--- src/fba_pkg.sv ---
// Shared types and constants for the frame bitmap allocator.
// Used by the controller, the datapath and the top level; no dependencies.
`timescale 1ns / 1ps

package fba_pkg;

    localparam int WORD_BITS = 32;
    localparam int FRAME_W   = 12;
    localparam int CFG_W     = 13;
    localparam int FRAME_FIELD_LIMIT = 4096;
    localparam logic [WORD_BITS-1:0] FULL_WORD = 32'hFFFF_FFFF;
    localparam logic [CFG_W-1:0] FRAME_COUNT_RESET = 13'h1000;

    // Operation codes carried on s_tuser.
    localparam logic [1:0] OP_ALLOC = 2'd0;
    localparam logic [1:0] OP_FREE  = 2'd1;
    localparam logic [1:0] OP_TEST  = 2'd2;

    // Status codes carried on m_tuser.
    localparam logic [1:0] STAT_DONE      = 2'd0;
    localparam logic [1:0] STAT_HAD_FRAME = 2'd1;
    localparam logic [1:0] STAT_NO_FREE   = 2'd2;
    localparam logic [1:0] STAT_NOTHING   = 2'd3;

    typedef enum logic [2:0] {
        S_CLEAR,
        S_IDLE,
        S_DISPATCH,
        S_SCAN,
        S_FREE_RMW,
        S_TEST_RD,
        S_DONE
    } state_t;

    typedef enum logic [2:0] {
        RES_ZERO,
        RES_HAD_FRAME,
        RES_NO_FREE,
        RES_NOTHING,
        RES_FREED,
        RES_ALLOC,
        RES_TEST,
        RES_TEST_MISS
    } res_kind_t;

    typedef struct packed {
        logic      capture;
        logic      clear_wr;
        logic      scan_start;
        logic      scan_next;
        logic      read_frame;
        logic      write_alloc;
        logic      write_free;
        logic      res_load;
        res_kind_t res_kind;
        logic      out_load;
    } dp_cmd_t;

    typedef struct packed {
        logic       clear_last;
        logic [1:0] op;
        logic       frame_zero;
        logic       frame_oob;
        logic       scan_empty;
        logic       word_full;
        logic       scan_last;
        logic       out_free;
    } dp_stat_t;

endpackage

--- src/frame_bitmap_allocator_top.sv ---
// First-fit page-frame allocator over a one-bit-per-frame usage bitmap.
// A request on the s_ channel allocates, frees or tests a frame; every
// request returns exactly one result on the m_ channel. After reset the
// bitmap RAM is swept to zero, one word per cycle, over all ceil(MAX_FRAMES/32)
// words (128 at the default), and s_tready stays low until the sweep ends.
// Requests are handled one at a time. An allocate reads the bitmap words in
// order until a word with a free frame turns up, reading 1 to frame_count/32
// words, at most 128; the words are read one at a time through the single
// read port of the bitmap RAM. Free and test of a frame in range read its
// bitmap word; a free then writes it back with the frame's bit cleared
// (read, modify, write). A new request is taken while the previous result
// still waits on the m_ channel; the result register then holds the next
// result until the sink takes the old one. frame_count is written through
// cfg_wr_en/cfg_wr_data and must only change while no request is in flight.
// Depends on fba_pkg, fba_ctrl, fba_datapath and fba_ram.
`timescale 1ns / 1ps

module frame_bitmap_allocator_top #(
    parameter int MAX_FRAMES = 4096
) (
    input  logic        aclk,
    input  logic        aresetn,

    // Configuration: frame_count
    input  logic                      cfg_wr_en,
    input  logic [fba_pkg::CFG_W-1:0] cfg_wr_data,

    // Request channel
    input  logic        s_tvalid,
    output logic        s_tready,
    input  logic [15:0] s_tdata,   // [11:0] entry_frame, [12] kernel_only,
                                   // [13] writable_req, [15:14] zero
    input  logic [1:0]  s_tuser,   // [1:0] operation

    // Result channel
    output logic        m_tvalid,
    input  logic        m_tready,
    output logic [15:0] m_tdata,   // [11:0] frame_out, [12] present, [13] writable,
                                   // [14] user_mode, [15] in_use
    output logic [1:0]  m_tuser    // [1:0] status
);

    import fba_pkg::*;

    localparam int FRAME_CAP = (MAX_FRAMES < FRAME_FIELD_LIMIT) ? MAX_FRAMES
                                                                : FRAME_FIELD_LIMIT;

    dp_cmd_t  cmd;
    dp_stat_t stat;

    // Sequence the request: dispatch, scan, read-modify-write or read, then hand off.
    fba_ctrl u_ctrl (
        .aclk    (aclk),
        .aresetn (aresetn),
        .s_tvalid(s_tvalid),
        .s_tready(s_tready),
        .stat    (stat),
        .cmd     (cmd)
    );

    // Hold the request, the bitmap and the result registers.
    fba_datapath #(
        .MAX_FRAMES(MAX_FRAMES)
    ) u_dp (
        .aclk       (aclk),
        .aresetn    (aresetn),
        .cfg_wr_en  (cfg_wr_en),
        .cfg_wr_data(cfg_wr_data),
        .s_tdata    (s_tdata),
        .s_tuser    (s_tuser),
        .m_tvalid   (m_tvalid),
        .m_tready   (m_tready),
        .m_tdata    (m_tdata),
        .m_tuser    (m_tuser),
        .cmd        (cmd),
        .stat       (stat)
    );

    // One request in flight: acceptance drops ready for the next cycle.
    a_one_in_flight: assert property (@(posedge aclk) disable iff (!aresetn)
        (s_tvalid && s_tready) |=> !s_tready)
        else $error("request accepted while another is in flight");

    // A present entry only comes with a done status.
    a_present_done: assert property (@(posedge aclk) disable iff (!aresetn)
        (m_tvalid && m_tdata[12]) |-> (m_tuser == STAT_DONE))
        else $error("present entry with a failure status");

    // An allocated frame lies inside the managed range.
    a_alloc_range: assert property (@(posedge aclk) disable iff (!aresetn)
        (m_tvalid && m_tdata[12]) |-> ({1'b0, m_tdata[11:0]} < CFG_W'(FRAME_CAP)))
        else $error("allocated frame beyond the managed range");

    // An entry that already had a frame echoes a nonzero frame.
    a_had_frame: assert property (@(posedge aclk) disable iff (!aresetn)
        (m_tvalid && (m_tuser == STAT_HAD_FRAME)) |-> (m_tdata[11:0] != 12'd0))
        else $error("already-had-frame status with frame zero");

endmodule

--- src/fba_ram.sv ---
// Generic single-write, single-read RAM with registered read data.
// No dependencies; holds the usage bitmap words.
`timescale 1ns / 1ps

module fba_ram #(
    parameter int WIDTH = 32,
    parameter int DEPTH = 128,
    localparam int AW = (DEPTH > 1) ? $clog2(DEPTH) : 1
) (
    input  logic             aclk,
    input  logic             we,
    input  logic [AW-1:0]    waddr,
    input  logic [WIDTH-1:0] wdata,
    input  logic [AW-1:0]    raddr,
    output logic [WIDTH-1:0] rdata
);

    logic [WIDTH-1:0] mem [DEPTH];
    logic [WIDTH-1:0] rdata_reg;

    always_ff @(posedge aclk) begin
        if (we) begin
            mem[waddr] <= wdata;
        end
        rdata_reg <= mem[raddr];
    end

    assign rdata = rdata_reg;

endmodule

--- src/fba_ctrl.sv ---
// Controller state machine for the frame bitmap allocator.
// Depends on fba_pkg; drives the datapath through dp_cmd_t and reads dp_stat_t.
`timescale 1ns / 1ps

module fba_ctrl (
    input  logic              aclk,
    input  logic              aresetn,
    input  logic              s_tvalid,
    output logic              s_tready,
    input  fba_pkg::dp_stat_t stat,
    output fba_pkg::dp_cmd_t  cmd
);

    import fba_pkg::*;

    state_t state_reg;
    state_t state_next;

    always_ff @(posedge aclk) begin
        if (!aresetn) begin
            state_reg <= S_CLEAR;
        end else begin
            state_reg <= state_next;
        end
    end

    always_comb begin
        cmd        = '0;
        cmd.res_kind = RES_ZERO;
        s_tready   = 1'b0;
        state_next = state_reg;
        case (state_reg)
            S_CLEAR: begin
                cmd.clear_wr = 1'b1;
                if (stat.clear_last) begin
                    state_next = S_IDLE;
                end
            end
            S_IDLE: begin
                s_tready    = 1'b1;
                cmd.capture = s_tvalid;
                if (s_tvalid) begin
                    state_next = S_DISPATCH;
                end
            end
            S_DISPATCH: begin
                state_next = S_DONE;
                case (stat.op)
                    OP_ALLOC: begin
                        if (!stat.frame_zero) begin
                            cmd.res_load = 1'b1;
                            cmd.res_kind = RES_HAD_FRAME;
                        end else if (stat.scan_empty) begin
                            cmd.res_load = 1'b1;
                            cmd.res_kind = RES_NO_FREE;
                        end else begin
                            cmd.scan_start = 1'b1;
                            state_next     = S_SCAN;
                        end
                    end
                    OP_FREE: begin
                        if (stat.frame_zero) begin
                            cmd.res_load = 1'b1;
                            cmd.res_kind = RES_NOTHING;
                        end else if (stat.frame_oob) begin
                            cmd.res_load = 1'b1;
                            cmd.res_kind = RES_FREED;
                        end else begin
                            cmd.read_frame = 1'b1;
                            state_next     = S_FREE_RMW;
                        end
                    end
                    OP_TEST: begin
                        if (stat.frame_oob) begin
                            cmd.res_load = 1'b1;
                            cmd.res_kind = RES_TEST_MISS;
                        end else begin
                            cmd.read_frame = 1'b1;
                            state_next     = S_TEST_RD;
                        end
                    end
                    default: begin
                        cmd.res_load = 1'b1;
                        cmd.res_kind = RES_ZERO;
                    end
                endcase
            end
            S_SCAN: begin
                if (!stat.word_full) begin
                    cmd.write_alloc = 1'b1;
                    cmd.res_load    = 1'b1;
                    cmd.res_kind    = RES_ALLOC;
                    state_next      = S_DONE;
                end else if (stat.scan_last) begin
                    cmd.res_load = 1'b1;
                    cmd.res_kind = RES_NO_FREE;
                    state_next   = S_DONE;
                end else begin
                    cmd.scan_next = 1'b1;
                end
            end
            S_FREE_RMW: begin
                cmd.write_free = 1'b1;
                cmd.res_load   = 1'b1;
                cmd.res_kind   = RES_FREED;
                state_next     = S_DONE;
            end
            S_TEST_RD: begin
                cmd.res_load = 1'b1;
                cmd.res_kind = RES_TEST;
                state_next   = S_DONE;
            end
            S_DONE: begin
                if (stat.out_free) begin
                    cmd.out_load = 1'b1;
                    state_next   = S_IDLE;
                end
            end
            default: begin
                state_next = S_IDLE;
            end
        endcase
    end

endmodule

--- src/fba_datapath.sv ---
// Datapath of the frame bitmap allocator: request and result registers,
// scan counter, clearing counter, bitmap RAM and output register.
// Depends on fba_pkg and fba_ram.
`timescale 1ns / 1ps

module fba_datapath #(
    parameter int MAX_FRAMES = 4096
) (
    input  logic                         aclk,
    input  logic                         aresetn,
    input  logic                         cfg_wr_en,
    input  logic [fba_pkg::CFG_W-1:0]    cfg_wr_data,
    input  logic [15:0]                  s_tdata,
    input  logic [1:0]                   s_tuser,
    output logic                         m_tvalid,
    input  logic                         m_tready,
    output logic [15:0]                  m_tdata,
    output logic [1:0]                   m_tuser,
    input  fba_pkg::dp_cmd_t             cmd,
    output fba_pkg::dp_stat_t            stat
);

    import fba_pkg::*;

    localparam int WORDS = (MAX_FRAMES + WORD_BITS - 1) / WORD_BITS;
    localparam int AW    = (WORDS > 1) ? $clog2(WORDS) : 1;
    localparam int FRAME_CAP = (MAX_FRAMES < FRAME_FIELD_LIMIT) ? MAX_FRAMES
                                                                : FRAME_FIELD_LIMIT;
    localparam logic [CFG_W-1:0] FRAME_CAP_V = CFG_W'(FRAME_CAP);
    localparam logic [7:0]       CAP_WORDS_V = 8'(FRAME_CAP / WORD_BITS);
    localparam logic [AW-1:0]    LAST_WORD   = AW'(WORDS - 1);

    // Request registers
    logic [1:0]         op_reg;
    logic [FRAME_W-1:0] frame_reg;
    logic               kern_reg;
    logic               wr_reg;
    logic [CFG_W-1:0]   frame_count_reg;

    logic [7:0]    scan_idx_reg;
    logic [AW-1:0] clr_idx_reg;

    // Result registers and output register
    logic [FRAME_W-1:0] res_frame_reg;
    logic               res_pres_reg;
    logic               res_wr_reg;
    logic               res_user_reg;
    logic [1:0]         res_stat_reg;
    logic               res_used_reg;
    logic               m_tvalid_reg;
    logic [15:0]        m_tdata_reg;
    logic [1:0]         m_tuser_reg;

    logic [WORD_BITS-1:0] rdata;
    logic [WORD_BITS-1:0] wdata;
    logic [AW-1:0]        waddr;
    logic [AW-1:0]        raddr;
    logic                 we;
    logic [4:0]           free_pos;
    logic [7:0]           scan_nxt;
    logic [7:0]           scan_words;
    logic [AW-1:0]        frame_word;

    assign scan_nxt   = scan_idx_reg + 8'd1;
    assign scan_words = (frame_count_reg[CFG_W-1:5] < CAP_WORDS_V) ? frame_count_reg[CFG_W-1:5]
                                                                    : CAP_WORDS_V;
    assign frame_word = AW'(frame_reg[FRAME_W-1:5]);

    always_comb begin
        free_pos = '0;
        for (int i = WORD_BITS - 1; i >= 0; i--) begin
            if (!rdata[i]) begin
                free_pos = 5'(i);
            end
        end
    end

    // RAM port selection
    always_comb begin
        we    = cmd.clear_wr | cmd.write_alloc | cmd.write_free;
        waddr = clr_idx_reg;
        wdata = '0;
        if (cmd.write_alloc) begin
            waddr = AW'(scan_idx_reg);
            wdata = rdata | (WORD_BITS'(1) << free_pos);
        end else if (cmd.write_free) begin
            waddr = frame_word;
            wdata = rdata & ~(WORD_BITS'(1) << frame_reg[4:0]);
        end
        raddr = '0;
        if (cmd.scan_next) begin
            raddr = AW'(scan_nxt);
        end else if (cmd.read_frame) begin
            raddr = frame_word;
        end
    end

    fba_ram #(
        .WIDTH(WORD_BITS),
        .DEPTH(WORDS)
    ) u_bitmap (
        .aclk (aclk),
        .we   (we),
        .waddr(waddr),
        .wdata(wdata),
        .raddr(raddr),
        .rdata(rdata)
    );

    always_ff @(posedge aclk) begin
        if (!aresetn) begin
            frame_count_reg <= FRAME_COUNT_RESET;
            clr_idx_reg     <= '0;
        end else begin
            if (cfg_wr_en) begin
                frame_count_reg <= cfg_wr_data;
            end
            if (cmd.clear_wr) begin
                clr_idx_reg <= clr_idx_reg + AW'(1);
            end
        end
    end

    always_ff @(posedge aclk) begin
        if (cmd.capture) begin
            op_reg    <= s_tuser;
            frame_reg <= s_tdata[11:0];
            kern_reg  <= s_tdata[12];
            wr_reg    <= s_tdata[13];
        end
        if (cmd.scan_start) begin
            scan_idx_reg <= '0;
        end else if (cmd.scan_next) begin
            scan_idx_reg <= scan_nxt;
        end
    end

    always_ff @(posedge aclk) begin
        if (cmd.res_load) begin
            res_frame_reg <= '0;
            res_pres_reg  <= 1'b0;
            res_wr_reg    <= 1'b0;
            res_user_reg  <= 1'b0;
            res_stat_reg  <= STAT_DONE;
            res_used_reg  <= 1'b0;
            case (cmd.res_kind)
                RES_HAD_FRAME: begin
                    res_frame_reg <= frame_reg;
                    res_stat_reg  <= STAT_HAD_FRAME;
                end
                RES_NO_FREE: begin
                    res_stat_reg <= STAT_NO_FREE;
                end
                RES_NOTHING: begin
                    res_stat_reg <= STAT_NOTHING;
                end
                RES_ALLOC: begin
                    res_frame_reg <= {scan_idx_reg[6:0], free_pos};
                    res_pres_reg  <= 1'b1;
                    res_wr_reg    <= wr_reg;
                    res_user_reg  <= ~kern_reg;
                end
                RES_TEST: begin
                    res_frame_reg <= frame_reg;
                    res_used_reg  <= rdata[frame_reg[4:0]];
                end
                RES_TEST_MISS: begin
                    res_frame_reg <= frame_reg;
                end
                default: begin
                end
            endcase
        end
    end

    always_ff @(posedge aclk) begin
        if (!aresetn) begin
            m_tvalid_reg <= 1'b0;
        end else if (cmd.out_load) begin
            m_tvalid_reg <= 1'b1;
        end else if (m_tready) begin
            m_tvalid_reg <= 1'b0;
        end
    end

    always_ff @(posedge aclk) begin
        if (cmd.out_load) begin
            m_tdata_reg <= {res_used_reg, res_user_reg, res_wr_reg, res_pres_reg, res_frame_reg};
            m_tuser_reg <= res_stat_reg;
        end
    end

    assign m_tvalid = m_tvalid_reg;
    assign m_tdata  = m_tdata_reg;
    assign m_tuser  = m_tuser_reg;

    always_comb begin
        stat.clear_last = (clr_idx_reg == LAST_WORD);
        stat.op         = op_reg;
        stat.frame_zero = (frame_reg == '0);
        stat.frame_oob  = ({1'b0, frame_reg} >= FRAME_CAP_V);
        stat.scan_empty = (scan_words == 8'd0);
        stat.word_full  = (rdata == FULL_WORD);
        stat.scan_last  = (scan_nxt >= scan_words);
        stat.out_free   = !m_tvalid_reg || m_tready;
    end

endmodule
--- config.mk ---
export PLATFORM = sky130hd
export DESIGN_NAME = frame_bitmap_allocator_top
export DESIGN_NICKNAME = d
export VERILOG_FILES = /design/src/fba_pkg.sv /design/src/frame_bitmap_allocator_top.sv /design/src/fba_ram.sv /design/src/fba_ctrl.sv /design/src/fba_datapath.sv
export SDC_FILE = /design/constraint.sdc
export NUM_CORES = 2
export LEC_CHECK = 0
export BUFFER_PORTS_ARGS = -buffer_cell sky130_fd_sc_hd__buf_2
export CORE_AREA = 2 2 556 558
export DETAILED_ROUTE_END_ITERATION = 8
export DIE_AREA = 0 0 558 560
export PLACE_DENSITY_LB_ADDON = 0.08
export SYNTH_ARGS = -nofsm -noshare
export SYNTH_HDL_FRONTEND = slang
export SYNTH_SLANG_ARGS = --single-unit
--- constraint.sdc ---
create_clock -name aclk -period 9.4 [get_ports aclk]
set_input_delay 0 -clock aclk [delete_from_list [all_inputs] [get_ports aclk]]
set_output_delay 0 -clock aclk [all_outputs]
set_load 0.02 [all_outputs]
-- Word level (Yosys, flattened, before mapping)
Memory sizes are Yosys's and may differ from the RTL's. A register that Yosys moved wholly into a read port is not among the register bits.
Cells that the tools add are included.
- flip-flop bits (word level): 84
- RAM bits: 4096
- input port bits: 36
- output and inout port bits: 20
- word-level logic and storage cells: 144
- memories kept: 1
- add/subtract/negate cells: 2
- order comparisons: 3
- equality and inequality tests: 20
- shift operators: 2
- muxes and demuxes: 83
- bitwise gates (word level): 6
- reduce and logical (&&, ||, !) cells: 10
- memory list (name ; depth ; width ; rd ports ; clocked after Yosys merged registers in ; write ports ; RTL line ; source):
    u_dp.u_bitmap.mem ; 128 ; 32 ; 1 ; 1 ; 1 ; fba_ram.sv:18 ; logic [WIDTH-1:0] mem [DEPTH];
- operators by type and width (kind ; count):
    2-to-1 mux 5 bit ; 32
    2-to-1 mux 32 bit ; 2
    left shift 1 x 5 -> 32 bit (first input constant) ; 2
    bitwise AND 32 bit ; 1
    == test 32 bit (second input constant) ; 1
    inverter 32 bit ; 1
    OR 32 bit ; 1
    2-to-1 mux 7 bit ; 4
    one-hot mux 12 bit (2 select lines) ; 1
    2-to-1 mux 1 bit ; 23
    2-to-1 mux 3 bit ; 7
    2-to-1 mux 4 bit ; 5
    == test 3 bit (second input constant) ; 6
    one-hot mux 3 bit (6 select lines) ; 1
    one-hot mux 4 bit (4 select lines) ; 1
    == test 3 x 2 -> 1 bit (second input constant) ; 4
    logical NOT 12 bit ; 1
    one-hot mux 4 bit (3 select lines) ; 1
    one-hot mux 3 bit (3 select lines) ; 1
    adder 8 x 1 -> 8 bit (second input constant) ; 1
    >= comparator 8 bit ; 1
    logical NOT 8 bit ; 1
    less-than comparator 8 bit (second input constant) ; 1
    2-to-1 mux 8 bit ; 1
    other kinds (22) ; 26

-- Depth between registers and ports, before layout
- depth after elaboration: 35
- depth in mapped cells: 22
- depth with buffers taken out: 15

-- Cells and area by module
A second synthesis with hierarchy kept.
- cell total of the unflattened synthesis: 6596
- area, all modules: 161851.5 µm²
- by module, submodules not included (module ; instances ; cells an instance ; area each (µm²)):
    fba_ram ; 1 ; 5990 ; 156276.1
    fba_datapath ; 1 ; 531 ; 5062.4
    fba_ctrl ; 1 ; 75 ; 513.0

-- Least setup slack after synthesis
Ideal clock, no wire load.
- path type: reg2reg
- start: register u_dp.u_bitmap.rdata_reg[30], in the netlist u_dp.u_bitmap.rdata[30] (read register of u_dp.u_bitmap.mem)
- end: memory u_dp.u_bitmap.mem[0][8], data pin
- arrival: 6859 ps
- required time: 8202 ps
- path slack: 1343 ps
- cell stages (with the launch flop): 12
- path through: dfxtp_1 > nor2b_1 > o21ai_0 > a21boi_0 > o21ai_0 > a21boi_0 > o2111ai_1 > a41oi_1 > o21ai_0 > nand2_1 > a21bo_2 > o21ai_0
- cells in the longest elaborated chain, start to end: 34
- ends and longest elaborated chain (item ; RTL line ; source):
    start, declared ; fba_ram.sv:19 ; logic [WIDTH-1:0] rdata_reg;
    2-to-1 mux 5 bit (31 in a row) ; fba_datapath.sv:72 ; if (!rdata[i]) begin
    left shift 1 x 5 -> 32 bit ; fba_datapath.sv:85 ; wdata = rdata | (WORD_BITS'(1) << free_pos);
    OR 32 bit ; fba_datapath.sv:85 ;
    2-to-1 mux 32 bit * ; fba_datapath.sv:83 ; if (cmd.write_alloc) begin
    via u_dp.u_bitmap.wdata[8] ; fba_ram.sv:13 ; input logic [WIDTH-1:0] wdata,
    end, declared ; fba_ram.sv:18 ;
The timed path passes the listed nets; every way through them passes the cells marked *.

-- Worst setup path in the final report
- start: register u_dp.scan_idx_reg[0]
- end: register u_dp.u_bitmap.rdata_reg[12], in the netlist u_dp.u_bitmap.rdata[12] (read register of u_dp.u_bitmap.mem)
- cells in the longest elaborated chain, start to end: 6
- ends and longest elaborated chain (item ; RTL line ; source):
    start, declared ; fba_datapath.sv:40 ; logic [7:0] scan_idx_reg;
    start signal, assigned ; fba_datapath.sv:134 ; scan_idx_reg <= scan_nxt;
    adder 8 x 1 -> 8 bit * ; fba_datapath.sv:64 ; assign scan_nxt = scan_idx_reg + 8'd1;
    via u_dp.scan_nxt[5] ; fba_datapath.sv:60 ; logic [7:0] scan_nxt;
    >= comparator 8 bit ; fba_datapath.sv:204 ; stat.scan_last = (scan_nxt >= scan_words);
    2-to-1 mux 1 bit ; fba_ctrl.sv:94 ; end else if (stat.scan_last) begin
    2-to-1 mux 1 bit ; fba_ctrl.sv:89 ; if (!stat.word_full) begin
    2-to-1 mux 1 bit ; fba_ctrl.sv:32 ; case (state_reg)
    2-to-1 mux 7 bit * ; fba_datapath.sv:91 ; if (cmd.scan_next) begin
Marked as above.
A chain may end at the register's enable or synchronous reset.

==> flow_summary.ini <==
[sta]
fin_crit_ps = 7500
setup_viol = 0
slew_headroom_pct = -14.2
rsz0062_at_grt = no
fin_crit_sh_pct = 79.8
worst_pin_slew_ps = 1710
final_hold_viol_count = 0
finalWorstSetupSlack_ps = 1900
tns_ps = 0
timing.fmax_mhz = 133
skew_ps = 93.4
drv_slew = 6

[synthesis]
synth.area.top_cells = edfxtp_1 76%, nand2_1 7.0%, mux2i_1 3.0%, nand3_1 2.8%, a32oi_1 1.4%
yosysMostFrequentCell = edfxtp_1
syn_avg_cell_area_um2 = 14.1
yosys_warnings = 0
synthArstFlopShare_pct = 0
ys_ff_latch = 4207
synth_ff_type = edfxtp_1
synth_area_leader_cell = edfxtp_1
synth_common_cells = 4148 x edfxtp_1, 3090 x nand2_1, 914 x nand3_1
syn_nets = 11800
syn_inst = 11700
synth_top_area_share_pct = 75.5
synth_cell_type_count = 82
synth_area_mm2 = 0.165
synth_edf_count = 4148
yosysSeqAreaShare_pct = 76.2

[route]
wirelength_um = 546000
via_per_inst = 6.49
top_layer_used = met5
drtIter0Drc = 15900
drc = 0
wl_met2_um = 247000
wl_per_cell_um = 33.3
dr_wl_met3_um = 62300
first_pass_iters = 8
met1Wirelength_um = 207000
vias = 107000
ant_nets = 0

[clock_network]
clockBufferDepth = 4
numCtsBuffers = 422
ctsHtreeMaxLevel = 5
numClockSinks = 4207
path_clk_slew_ps = 60
cts_tree = done
clk_latency_ps = 1010
ctsRootBufferMaster = clkbuf_16
ctsResizeCount = 0

[global_routing]
overflow = 0
antenna_found_initial = 37
grt_pass1_wl_um = 754000
grt_pass1_vias = 98800
grt_max_degree = 168
track_usage_pct = 34.4

[status]
violations = max-capacitance violations, max-slew violations
status = finished with violations

[cells_and_area]
largest_reg_flops = 4096
finalInstanceArea_mm2 = 0.186
fill_cells = 23100
fin_util_pct = 60.7
syn_to_final_growth_pct = 13.0
drive_gt1_share_pct = 10.4
nets = 12000

[floorplan]
coreArea_mm2 = 0.307
ioPinCount = 56
fp.dieW_um = 558
fp.dieArea_mm2 = 0.312
initial_core_util_pct = 53.7
num_rows = 204
die_h_um = 560

[setup_path]
cp.arrival_ps = 8270
cp_top_family = compound AO/OA/AOI/OAI gates
cp.required_ps = 10170
crit_path_max_incr_delay_ps = 1340
start_kind = flop
worst-setup-path-type = reg -> reg
cp_max_fo = 122
path_cells = nand3_1, nor2_1, xnor2_1, inv_1, ha_1, o2111ai_1, o211ai_1, a211o_2, and2_4, buf_4, buf_12, mux2i_1, a32oi_1, o21ai_0, nand3_1, a21oi_1, nand4b_1
cp_slowest_cell = a21oi_1
cp_common_cell = nand3_1
critical_path_buf_inv_count = 3
path_depth = 17
reg2regPathDepth = 17
end_kind = flop

[pwr]
p_leak_nw = 61.2
p_per_area_mw_per_mm2 = 199
ir_worst_vdd_mv = 0.173

[placement]
dpl_worst_slack_ps = 2230
place_area_mm2 = 0.172
io_buffers = 48
hpwl_um = 315000
place.gp.congestion = 0.993

[hold_path]
whs_path_depth = 6
hp-class = in -> reg

[job]
max-cap-violations = 3
timing repair:
action / in CTS / in global routing
hold buffers: 71 / 0
setup buffers: 0 / 0
hold endpoints to repair: 69 / 0
kinds of logic (layout without fill, tap and decap cells):
| group | after synthesis | count (layout) | share of synthesized area [%] |
|---|---|---|---|
| multiplexers | 508 | 508 | 3.16 |
| adder cells (fa/ha/maj) | 15 | 15 | 0.114 |
| flip-flops | 4207 | 4207 | 76.2 |
| XOR/XNOR | 16 | 16 | 0.0850 |
| AND/OR/NAND/NOR | 4710 | 4710 | 12.2 |
| other | 0 | 25 | 0 |
| buffers and inverters | 752 | 1311 | 2.00 |
| AO/OA/AOI/OAI | 1499 | 1499 | 6.25 |
metrics by stage:
stage / power, mW / hold slack (ps) / cells
after floorplan: 20.9 / 98.9 / 11700
after global placement: 21.1 / 178 / 15500
after detailed placement: 21.1 / 179 / 15500
after CTS: 37.2 / 51.8 / 16400
after global routing: 37.9 / 177 / 16400
final: 37.1 / 107 / 16400
layer usage:
metal,vias to the layer above,track usage (%)
met4,20,16.1
met2,6463,52.3
li1,44700,-
met5,-,0
met1,54200,47.4
met3,1170,7.57
tightest hold or removal path, cell delays in order:
cell,delay (ps)
dlygate4sd3_1,530
buf_2,160
inv_1,60
a211oi_1,110
o21ai_0,90
a21boi_0,90
layout make-up:
cell class | count | area (µm²) | share of cell area [%]
clock inverter | 248 | 2320 | 1.25
tap | 4120 | 5150 | 2.77
sequential | 4207 | 126000 | 67.4
antenna | 25 | 62.6 | 0.0336
timing repair buffer | 528 | 4500 | 2.42
clock buffer | 518 | 11000 | 5.93
multi-input combinational | 6748 | 37500 | 20.1
inverter | 17 | 63.8 | 0.0342
placed cells by master (no fill, tap or decap), types with 31 or more instances in the layout:
cell | netlist | final
nor2_1 | 233 | 88
buf_4 | 6 | 369
dlygate4sd3_1 | 0 | 71
a22oi_1 | 84 | 83
nand2_1 | 3090 | 3081
a211oi_1 | 81 | 80
edfxtp_1 | 4148 | 4148
a21oi_1 | 340 | 340
o21ai_4 | 0 | 32
o22ai_1 | 53 | 53
bufinv_16 | 0 | 31
clkbuf_1 | 330 | 89
buf_12 | 0 | 38
nand4_1 | 220 | 220
o21ai_0 | 154 | 117
clkbuf_16 | 0 | 427
and3_1 | 116 | 116
a31oi_1 | 255 | 254
dfxtp_1 | 59 | 59
nand3_1 | 914 | 904
buf_2 | 276 | 48
clkinv_2 | 0 | 84
a32oi_1 | 260 | 260
o2111ai_1 | 48 | 48
mux2i_1 | 498 | 498
clkinv_1 | 1 | 97
nor2_4 | 0 | 141
power breakdown:
part | switching, mW | leakage [nW] | internal (mW)
Sequential | 0.0619 | 32.4 | 20.4
Combinational | 0.202 | 22.2 | 0.0912
Clock | 7.19 | 6.53 | 9.21
Total | 7.45 | 61.2 | 29.7
worst paths after layout:
kind                              from  slack, ps                       to
hold / removal                s_tvalid        110      u_ctrl.state_reg[2]
setup reg to reg  u_dp.scan_idx_reg[0]       1900  u_dp.u_bitmap.rdata[12]
setup / recovery  u_dp.scan_idx_reg[0]       1900  u_dp.u_bitmap.rdata[12]
hold reg to reg      u_dp.res_pres_reg        420         u_dp.m_tdata[12]
(Power assumes the default switching activity.)
